## src/design/memory_test_pattern_checker_assert.svh

```systemverilog
// ----------------------------------------------------------------------------
// Memory test pattern checker - assertion macros
// Shared concurrent assertion forms, clocked and disabled by the module reset.
// ----------------------------------------------------------------------------
`ifndef MEMORY_TEST_PATTERN_CHECKER_ASSERT_SVH
`define MEMORY_TEST_PATTERN_CHECKER_ASSERT_SVH

// Condition holds at every clock edge outside reset
`define MTPC_ASSERT_ALWAYS(lbl, clk, rst, cond) \
   lbl: assert property (@(posedge clk) disable iff (rst) (cond)) \
      else $error("%m: lbl failed");

// Antecedent implies consequent in the next cycle
`define MTPC_ASSERT_NEXT(lbl, clk, rst, ante, cons) \
   lbl: assert property (@(posedge clk) disable iff (rst) (ante) |=> (cons)) \
      else $error("%m: lbl failed");

`endif

```

## src/design/mtpc_pkg.sv

```systemverilog
// ----------------------------------------------------------------------------
// Memory test pattern checker package
// Sizes, register codes and the request queue entry shared by all modules.
// ----------------------------------------------------------------------------
package mtpc_pkg;

   localparam int WORDS_PER_LINE = 8;
   localparam int LINES_PER_ROW  = 128;
   localparam int MAX_ROWS       = 32768;
   localparam int MAX_BANKS      = 16;

   localparam int WORD_W    = $clog2(WORDS_PER_LINE);
   localparam int LINE_W    = $clog2(LINES_PER_ROW);
   localparam int ROW_W     = $clog2(MAX_ROWS);
   localparam int BANK_W    = $clog2(MAX_BANKS);
   localparam int ROWS_W    = 16;
   localparam int BANKS_W   = 5;
   localparam int PATTERN_W = 32;
   localparam int DATA_W    = 64;
   localparam int BYTES     = DATA_W / 8;
   localparam int TOTAL_W   = 33;
   localparam int CNT_W     = $clog2(BYTES + 1);

   localparam int CSR_INDEX_W = 2;
   localparam int CSR_DATA_W  = 32;

   localparam int QUEUE_DEPTH = 2;
   localparam int QPTR_W      = $clog2(QUEUE_DEPTH);
   localparam int QCNT_W      = $clog2(QUEUE_DEPTH + 1);

   localparam logic [ROWS_W-1:0]    ROWS_RESET  = ROWS_W'(MAX_ROWS);
   localparam logic [BANKS_W-1:0]   BANKS_RESET = BANKS_W'(MAX_BANKS);
   localparam logic [TOTAL_W-1:0]   TOTAL_MAX   = '1;

   typedef enum logic [CSR_INDEX_W-1:0] {
      REG_SEED_PATTERN  = 2'd0,
      REG_ROWS_PER_BANK = 2'd1,
      REG_BANK_COUNT    = 2'd2
   } csr_index_type;

   typedef struct packed {
      logic [DATA_W-1:0]    read_word;
      logic [PATTERN_W-1:0] pattern;
      logic [BANK_W-1:0]    bank;
      logic [ROW_W-1:0]     row;
      logic [LINE_W-1:0]    line;
      logic [WORD_W-1:0]    word;
      logic                 active;
      logic                 done;
   } q_entry_type;

endpackage

```

## src/design/mtpc_if.sv

```systemverilog
// ----------------------------------------------------------------------------
// Memory test pattern checker channels
// Valid/ready channels for read words, check results and register writes.
// ----------------------------------------------------------------------------
interface mtpc_req_if;
   logic                          valid;
   logic                          ready;
   logic [mtpc_pkg::DATA_W-1:0]   read_word;

   modport source (output valid, output read_word, input ready);
   modport sink   (input valid, input read_word, output ready);
endinterface


interface mtpc_csr_if;
   logic                              valid;
   logic                              ready;
   logic [mtpc_pkg::CSR_INDEX_W-1:0]  index;
   logic [mtpc_pkg::CSR_DATA_W-1:0]   data;

   modport source (output valid, output index, output data, input ready);
   modport sink   (input valid, input index, input data, output ready);
endinterface

```

## src/design/mtpc_front.sv

```systemverilog
// ----------------------------------------------------------------------------
// Memory test pattern checker front end
// Holds configuration, tracks pattern and word position, tags each request.
// ----------------------------------------------------------------------------
`include "memory_test_pattern_checker_assert.svh"

module mtpc_front (
   input  logic                   clock,
   input  logic                   reset,
   mtpc_req_if.sink               req_port,
   mtpc_csr_if.sink               csr_port,
   input  logic                   q_full,
   output logic                   q_push,
   output mtpc_pkg::q_entry_type  q_entry
);

   logic [mtpc_pkg::PATTERN_W-1:0] seed_ff, seed_in;
   logic [mtpc_pkg::ROWS_W-1:0]    rows_ff, rows_in;
   logic [mtpc_pkg::BANKS_W-1:0]   banks_ff, banks_in;
   logic [mtpc_pkg::PATTERN_W-1:0] pattern_ff, pattern_in;
   logic [mtpc_pkg::WORD_W-1:0]    word_ff, word_in;
   logic [mtpc_pkg::LINE_W-1:0]    line_ff, line_in;
   logic [mtpc_pkg::ROW_W-1:0]     row_ff, row_in;
   logic [mtpc_pkg::BANK_W-1:0]    bank_ff, bank_in;
   logic                           finished_ff, finished_in;
   logic                           started_ff, started_in;

   logic                           accept;
   logic                           active;
   logic [mtpc_pkg::ROWS_W-1:0]    rows_lim;
   logic [mtpc_pkg::BANKS_W-1:0]   banks_lim;
   logic                           word_last, line_last, row_last, bank_last;
   logic [mtpc_pkg::PATTERN_W-1:0] pat_rot, pat_mul;

   assign req_port.ready = !q_full;
   assign csr_port.ready = 1'b1;
   assign accept         = req_port.valid && !q_full;
   assign active         = !finished_ff;

   always_comb begin
      if (rows_ff == '0) begin
         rows_lim = mtpc_pkg::ROWS_W'(1);
      end else if (rows_ff > mtpc_pkg::ROWS_W'(mtpc_pkg::MAX_ROWS)) begin
         rows_lim = mtpc_pkg::ROWS_W'(mtpc_pkg::MAX_ROWS);
      end else begin
         rows_lim = rows_ff;
      end
      if (banks_ff == '0) begin
         banks_lim = mtpc_pkg::BANKS_W'(1);
      end else if (banks_ff > mtpc_pkg::BANKS_W'(mtpc_pkg::MAX_BANKS)) begin
         banks_lim = mtpc_pkg::BANKS_W'(mtpc_pkg::MAX_BANKS);
      end else begin
         banks_lim = banks_ff;
      end
   end

   assign word_last = word_ff == mtpc_pkg::WORD_W'(mtpc_pkg::WORDS_PER_LINE - 1);
   assign line_last = line_ff == mtpc_pkg::LINE_W'(mtpc_pkg::LINES_PER_ROW - 1);
   assign row_last  = ({1'b0, row_ff} + (mtpc_pkg::ROW_W + 1)'(1)) >=
                      (mtpc_pkg::ROW_W + 1)'(rows_lim);
   assign bank_last = (mtpc_pkg::BANKS_W'(bank_ff) + mtpc_pkg::BANKS_W'(1)) >= banks_lim;
   assign pat_rot   = {pattern_ff[0], pattern_ff[mtpc_pkg::PATTERN_W-1:1]};
   assign pat_mul   = pat_rot + {pat_rot[mtpc_pkg::PATTERN_W-2:0], 1'b0};

   always_comb begin
      seed_in     = seed_ff;
      rows_in     = rows_ff;
      banks_in    = banks_ff;
      pattern_in  = pattern_ff;
      word_in     = word_ff;
      line_in     = line_ff;
      row_in      = row_ff;
      bank_in     = bank_ff;
      finished_in = finished_ff;
      started_in  = started_ff;
      if (csr_port.valid) begin
         case (mtpc_pkg::csr_index_type'(csr_port.index))
            mtpc_pkg::REG_SEED_PATTERN: begin
               seed_in = csr_port.data;
               if (!started_ff) begin
                  pattern_in = csr_port.data;
               end
            end
            mtpc_pkg::REG_ROWS_PER_BANK: begin
               rows_in = csr_port.data[mtpc_pkg::ROWS_W-1:0];
            end
            mtpc_pkg::REG_BANK_COUNT: begin
               banks_in = csr_port.data[mtpc_pkg::BANKS_W-1:0];
            end
            default: begin
            end
         endcase
      end
      if (accept && active) begin
         started_in = 1'b1;
         word_in    = word_ff + mtpc_pkg::WORD_W'(1);
         if (word_last) begin
            word_in    = '0;
            pattern_in = pat_rot;
            line_in    = line_ff + mtpc_pkg::LINE_W'(1);
            if (line_last) begin
               line_in    = '0;
               pattern_in = pat_mul;
               row_in     = row_ff + mtpc_pkg::ROW_W'(1);
               if (row_last) begin
                  row_in  = '0;
                  bank_in = bank_ff + mtpc_pkg::BANK_W'(1);
                  if (bank_last) begin
                     bank_in     = '0;
                     finished_in = 1'b1;
                  end
               end
            end
         end
      end
   end

   always_ff @(posedge clock) begin
      if (reset) begin
         seed_ff     <= '0;
         rows_ff     <= mtpc_pkg::ROWS_RESET;
         banks_ff    <= mtpc_pkg::BANKS_RESET;
         pattern_ff  <= '0;
         word_ff     <= '0;
         line_ff     <= '0;
         row_ff      <= '0;
         bank_ff     <= '0;
         finished_ff <= 1'b0;
         started_ff  <= 1'b0;
      end else begin
         seed_ff     <= seed_in;
         rows_ff     <= rows_in;
         banks_ff    <= banks_in;
         pattern_ff  <= pattern_in;
         word_ff     <= word_in;
         line_ff     <= line_in;
         row_ff      <= row_in;
         bank_ff     <= bank_in;
         finished_ff <= finished_in;
         started_ff  <= started_in;
      end
   end

   assign q_push            = accept;
   assign q_entry.read_word = req_port.read_word;
   assign q_entry.pattern   = pattern_ff;
   assign q_entry.bank      = bank_ff;
   assign q_entry.row       = row_ff;
   assign q_entry.line      = line_ff;
   assign q_entry.word      = word_ff;
   assign q_entry.active    = active;
   assign q_entry.done      = finished_in;

   `MTPC_ASSERT_ALWAYS(a_done_positions_zero, clock, reset,
      !finished_ff || (word_ff == '0 && line_ff == '0 && row_ff == '0 && bank_ff == '0))

endmodule

```

## src/flat_wrapper.sv

```systemverilog
// flat-port wrapper written by rule: the top's interface ports become plain ports
module mtpc_front_flat 
  (clock, reset, q_full, q_push, q_entry, req_port_valid, req_port_read_word, req_port_ready, csr_port_valid, csr_port_index, csr_port_data, csr_port_ready);
  mtpc_req_if req_port_i ();
  mtpc_csr_if csr_port_i ();
  input  logic clock;
  input  logic reset;
  input  logic q_full;
  output logic q_push;
  output mtpc_pkg::q_entry_type q_entry;
  input wire logic [$bits(req_port_i.valid)-1:0] req_port_valid;
  input wire logic [$bits(req_port_i.read_word)-1:0] req_port_read_word;
  output wire logic [$bits(req_port_i.ready)-1:0] req_port_ready;
  input wire logic [$bits(csr_port_i.valid)-1:0] csr_port_valid;
  input wire logic [$bits(csr_port_i.index)-1:0] csr_port_index;
  input wire logic [$bits(csr_port_i.data)-1:0] csr_port_data;
  output wire logic [$bits(csr_port_i.ready)-1:0] csr_port_ready;
  assign req_port_i.valid = req_port_valid;
  assign req_port_i.read_word = req_port_read_word;
  assign req_port_ready = req_port_i.ready;
  assign csr_port_i.valid = csr_port_valid;
  assign csr_port_i.index = csr_port_index;
  assign csr_port_i.data = csr_port_data;
  assign csr_port_ready = csr_port_i.ready;
  mtpc_front u_core (.clock(clock), .reset(reset), .req_port(req_port_i), .csr_port(csr_port_i), .q_full(q_full), .q_push(q_push), .q_entry(q_entry));
endmodule
```

## config.mk

```make
export PLATFORM = sky130hd
export DESIGN_NAME = mtpc_front_flat
export DESIGN_NICKNAME = d
export VERILOG_FILES = /design/src/design/mtpc_pkg.sv /design/src/design/mtpc_if.sv /design/src/design/mtpc_front.sv /design/src/flat_wrapper.sv
export VERILOG_INCLUDE_DIRS = /design/src /design/src/design
export SDC_FILE = /design/constraint.sdc
export NUM_CORES = 1
export LEC_CHECK = 0
export ABC_AREA = 1
export BUFFER_PORTS_ARGS = -buffer_cell sky130_fd_sc_hd__clkbuf_2
export CORE_MARGIN = 1.5
export CORE_UTILIZATION = 40
export CTS_CLUSTER_DIAMETER = 40
export DETAILED_ROUTE_END_ITERATION = 7
export PLACE_DENSITY_LB_ADDON = 0.1
export SKIP_LAST_GASP = 1
export SLEW_MARGIN = 20
export SYNTH_ARGS = -nofsm -noshare
export SYNTH_HDL_FRONTEND = slang
export SYNTH_SLANG_ARGS = --single-unit
```

## constraint.sdc

```tcl
create_clock -name clock -period 2.8 [get_ports clock]
set_input_delay 0.28 -clock clock [delete_from_list [all_inputs] [get_ports clock]]
set_output_delay 0.28 -clock clock [all_outputs]
set_load 0.01 [all_outputs]
```

==> results.toml <==
[outcome]
run_status = "finished with violations"
violations = "design-rule violations, negative setup slack"

[power]
irDropWorstVdd_uv = 294
power.internal_w = 0.00201
switching_share = 0.288
comb_power_share = 0.137
static-leakage-power_nw = 4.66
share_seq_of_total_power = 0.449
p_per_area_mw_per_mm2 = 328
net-switching-power_w = 0.000811
clk_network_pwr_share = 0.414

[floorplanning]
io_pins = 233
placeableCoreArea_mm2 = 0.0181
placementRows = 49
floorplan.die.height_um = 140
chipWidth_um = 140
start_util = 0.412
die-area_mm2 = 0.0195

[synth]
synth_nets = 1382
ys_warn_count = 0
netlist_area_mm2 = 0.00748
post_synthesis_mean_instance_area_um2 = 6.12
synth-seq-cells = 84
synth.lib_cells_used.distinct = 44
syn_inst = 1222
yosysSeqAreaShare = 0.225

[setup_path]
timing.critical_path.from_type = "register"
r2r_cells = 19
critical_path_arrival_ps = 2770
critical_path_required_ps = 2520
worst-r2r-setup-slack_ps = 20
timing.critical_path.from = "u_core.row_ff[0]"
worst-setup-path-type = "reg -> out"
timing.critical_path.to = "q_entry[0]"
path_max_fanout = 4
worst_r2r_startpoint = "u_core.row_ff[0]"
regToRegEndpoint = "u_core.row_ff[11]"
endpoint_class_of_the_critical_path = "output pin"

[cells_and_area]
mostFrequentLayoutCell = "sky130_fd_sc_hd__nand2_1"
num-nets-final = 1465
final_instance_area_mm2 = 0.00860
final.fill_count = 1982
drive_above_1_share = 0.186
final_util = 0.474
num_antenna_cells = 0
layout_common_cells = "361 x sky130_fd_sc_hd__nand2_1, 165 x sky130_fd_sc_hd__inv_1, 107 x sky130_fd_sc_hd__nor2_1, 102 x sky130_fd_sc_hd__clkbuf_2, 82 x sky130_fd_sc_hd__nand3_1"
area_growth_pct = 14.9

[min_path]
worst_hold_startpoint = "csr_port_data[9]"
hold_path.class = "in -> reg"

[sta]
maxClockFrequency_ghz = 0.328
post-route-period-util = 1.09
final.setup.worst_slack_ps = -252
finalSetupTns_ps = -252
report.final.setup_viol = 1
max_slew_margin = 0.588
rsz0062_at_grt = "true"
finalHoldViolCount = 0
worst_clock_skew_ps = 6.96
worst_slew_pin_tran_ps = 614
post-route-min-period_ps = 3050
maxSlewViolCount = 0

[place]
placed_area_mm2 = 0.00805
buffer_ports.inserted = 103
dp_hpwl_mm = 16.6
dpl_worst_slack_ps = -158
gp_congestion = 0.907

[clock_network]
h-tree-depth = 3
path_clk_slew_ps = 60
tritoncts_num_sinks = 84
cts_hold_buffers = 0
ctsRootBufferMaster = "sky130_fd_sc_hd__clkbuf_16"
worst_skew_pair.late_latency_ps = 350
max-clock-path-buffers = 2
tritoncts = "yes"
cts_inserted_buffers = 9

[run]
maxCapViolations = 0

[global_routing]
grt_start_max_net_pins = 35
grt_pass1_vias = 7157
grt.overflow.total = 0
grt_util_all_layers = 0.219
grt_first_pass_wirelength_mm = 35.0
grt_antenna_before_repair = 0

[routing]
routedWlPerCell_um = 13.8
dr_total_vias = 7600
drt_iter0_drc = 408
route.final.wire_length_mm = 21.3
drt.antenna.violating_nets = 0
vias_cell = 4.94
drt_drc_violations_left = 9
detail_route.first_pass.iterations = 8
[kinds of logic (layout without fill, tap and decap cells)]
logic type / count (synthesis) / in the layout / synth area share
compound gates: 169 / 169 / 0.130
xor+xnor: 20 / 20 / 0.0234
fa+ha+maj: 57 / 57 / 0.0963
buf+inv: 270 / 357 / 0.175
flops: 84 / 84 / 0.225
other cells: 1 / 1 / 0.000501
simple gates: 621 / 621 / 0.350
[registers in the layout, summed over array words and instances (netlist names)]
signal	flops
u_core.bank_ff	4
u_core.line_ff	7
u_core.pattern_ff	32
u_core.rows_ff	16
u_core.finished_ff	1
u_core.row_ff	15
u_core.banks_ff	5
u_core.started_ff	1
u_core.word_ff	3
[timing repair]
item	in CTS	in global routing
resized for setup	30	24
pin swaps	24	18
buffers inserted	8	4
endpoints found under the setup margin	11	20
[synthesized netlist by cell type (all sizes together)]
| cell | instances | area share |
|---|---|---|
| nand2 | 375 | 0.19 |
| inv | 170 | 0.085 |
| nor2 | 118 | 0.066 |
| nand3 | 86 | 0.060 |
| dfxtp | 84 | 0.22 |
| buf | 82 | 0.080 |
| a21oi | 70 | 0.047 |
| o21ai | 68 | 0.045 |
| ha | 56 | 0.094 |
| xor2 | 18 | 0.021 |
| nand4 | 17 | 0.015 |
| clkbuf | 16 | 0.0084 |
| o22ai | 11 | 0.018 |
| a211oi | 9 | 0.0090 |
| nor3 | 9 | 0.0060 |
| nand3b | 5 | 0.0050 |
| nor4 | 5 | 0.0042 |
| o211ai | 3 | 0.0030 |
| o21bai | 3 | 0.0030 |
| or2 | 3 | 0.0025 |
| a21o | 2 | 0.0020 |
| and3 | 2 | 0.0017 |
| clkinv | 2 | 0.0012 |
| o21a | 2 | 0.0020 |
| xnor2 | 2 | 0.0023 |
| a31oi | 1 | 0.00084 |
| conb | 1 | 0.00050 |
| fa | 1 | 0.0027 |
| or4 | 1 | 0.0010 |
[worst max-delay path: stages, from the launching register on]
cell	delay [ps]
sky130_fd_sc_hd__dfxtp_4	370
sky130_fd_sc_hd__ha_4	160
sky130_fd_sc_hd__nand2_2	70
sky130_fd_sc_hd__nor2_4	50
sky130_fd_sc_hd__buf_4	120
sky130_fd_sc_hd__buf_4	120
sky130_fd_sc_hd__buf_4	120
sky130_fd_sc_hd__buf_4	130
sky130_fd_sc_hd__xor2_2	160
sky130_fd_sc_hd__inv_1	80
sky130_fd_sc_hd__ha_1	280
sky130_fd_sc_hd__nand4_1	120
sky130_fd_sc_hd__nor3_2	210
sky130_fd_sc_hd__nand2_4	90
sky130_fd_sc_hd__nand3_4	110
sky130_fd_sc_hd__nand3_4	80
sky130_fd_sc_hd__nand2_2	70
sky130_fd_sc_hd__buf_6	100
[power by group through the flow]
| stage | clock, W | sequential [W] | combinational (W) |
|---|---|---|---|
| 2_1_floorplan | 0 | 0.00129 | 0.000316 |
| 4_1_cts | 0.00119 | 0.00126 | 0.000378 |
| 5_1_grt | 0.00124 | 0.00127 | 0.000437 |
| 6_report | 0.00116 | 0.00127 | 0.000386 |
| 3_3_place_gp | 0 | 0.00129 | 0.000362 |
| 3_5_place_dp | 0 | 0.00129 | 0.000364 |
[how the worst min path moves through the flow]
| stage | slack (ps) | cells after the start | endpoint |
|---|---|---|---|
| finish | 200 | 3 | u_core.rows_ff[9] |
| global route | 220 | 3 | u_core.rows_ff[9] |
| detailed placement | 470 | 2 | u_core.started_ff |
| CTS | 190 | 3 | u_core.rows_ff[9] |
| global placement | 460 | 2 | u_core.started_ff |
| floorplan | 410 | 2 | u_core.banks_ff[4] |
[per-stage QoR]
step	instances	total power (W)	hold WS, ps
6_report	1538	0.00282	204
4_1_cts	1534	0.00283	193
3_5_place_dp	1511	0.00166	467
5_1_grt	1538	0.00295	219
3_3_place_gp	1511	0.00165	456
2_1_floorplan	1222	0.00161	410
[routing by layer]
metal | part of all wire | GRT usage | up-vias
met5 | 0 | 0 | -
met4 | 0.022 | 0.0820 | 0
met3 | 0.031 | 0.0210 | 34
met2 | 0.48 | 0.384 | 151
met1 | 0.47 | 0.280 | 3412
li1 | - | - | 4003
[area by class of cell]
cell class	count	area, um^2	area share
well taps	229	287	0.0333
clock buffers	11	243	0.0282
repair buffers	170	1050	0.122
clock inverters	4	26.3	0.00306
flip-flops and latches	84	1690	0.197
multi-input cells	868	4650	0.541
inverters	172	649	0.0755
Note: power is estimated with default switching activity, not from simulation.
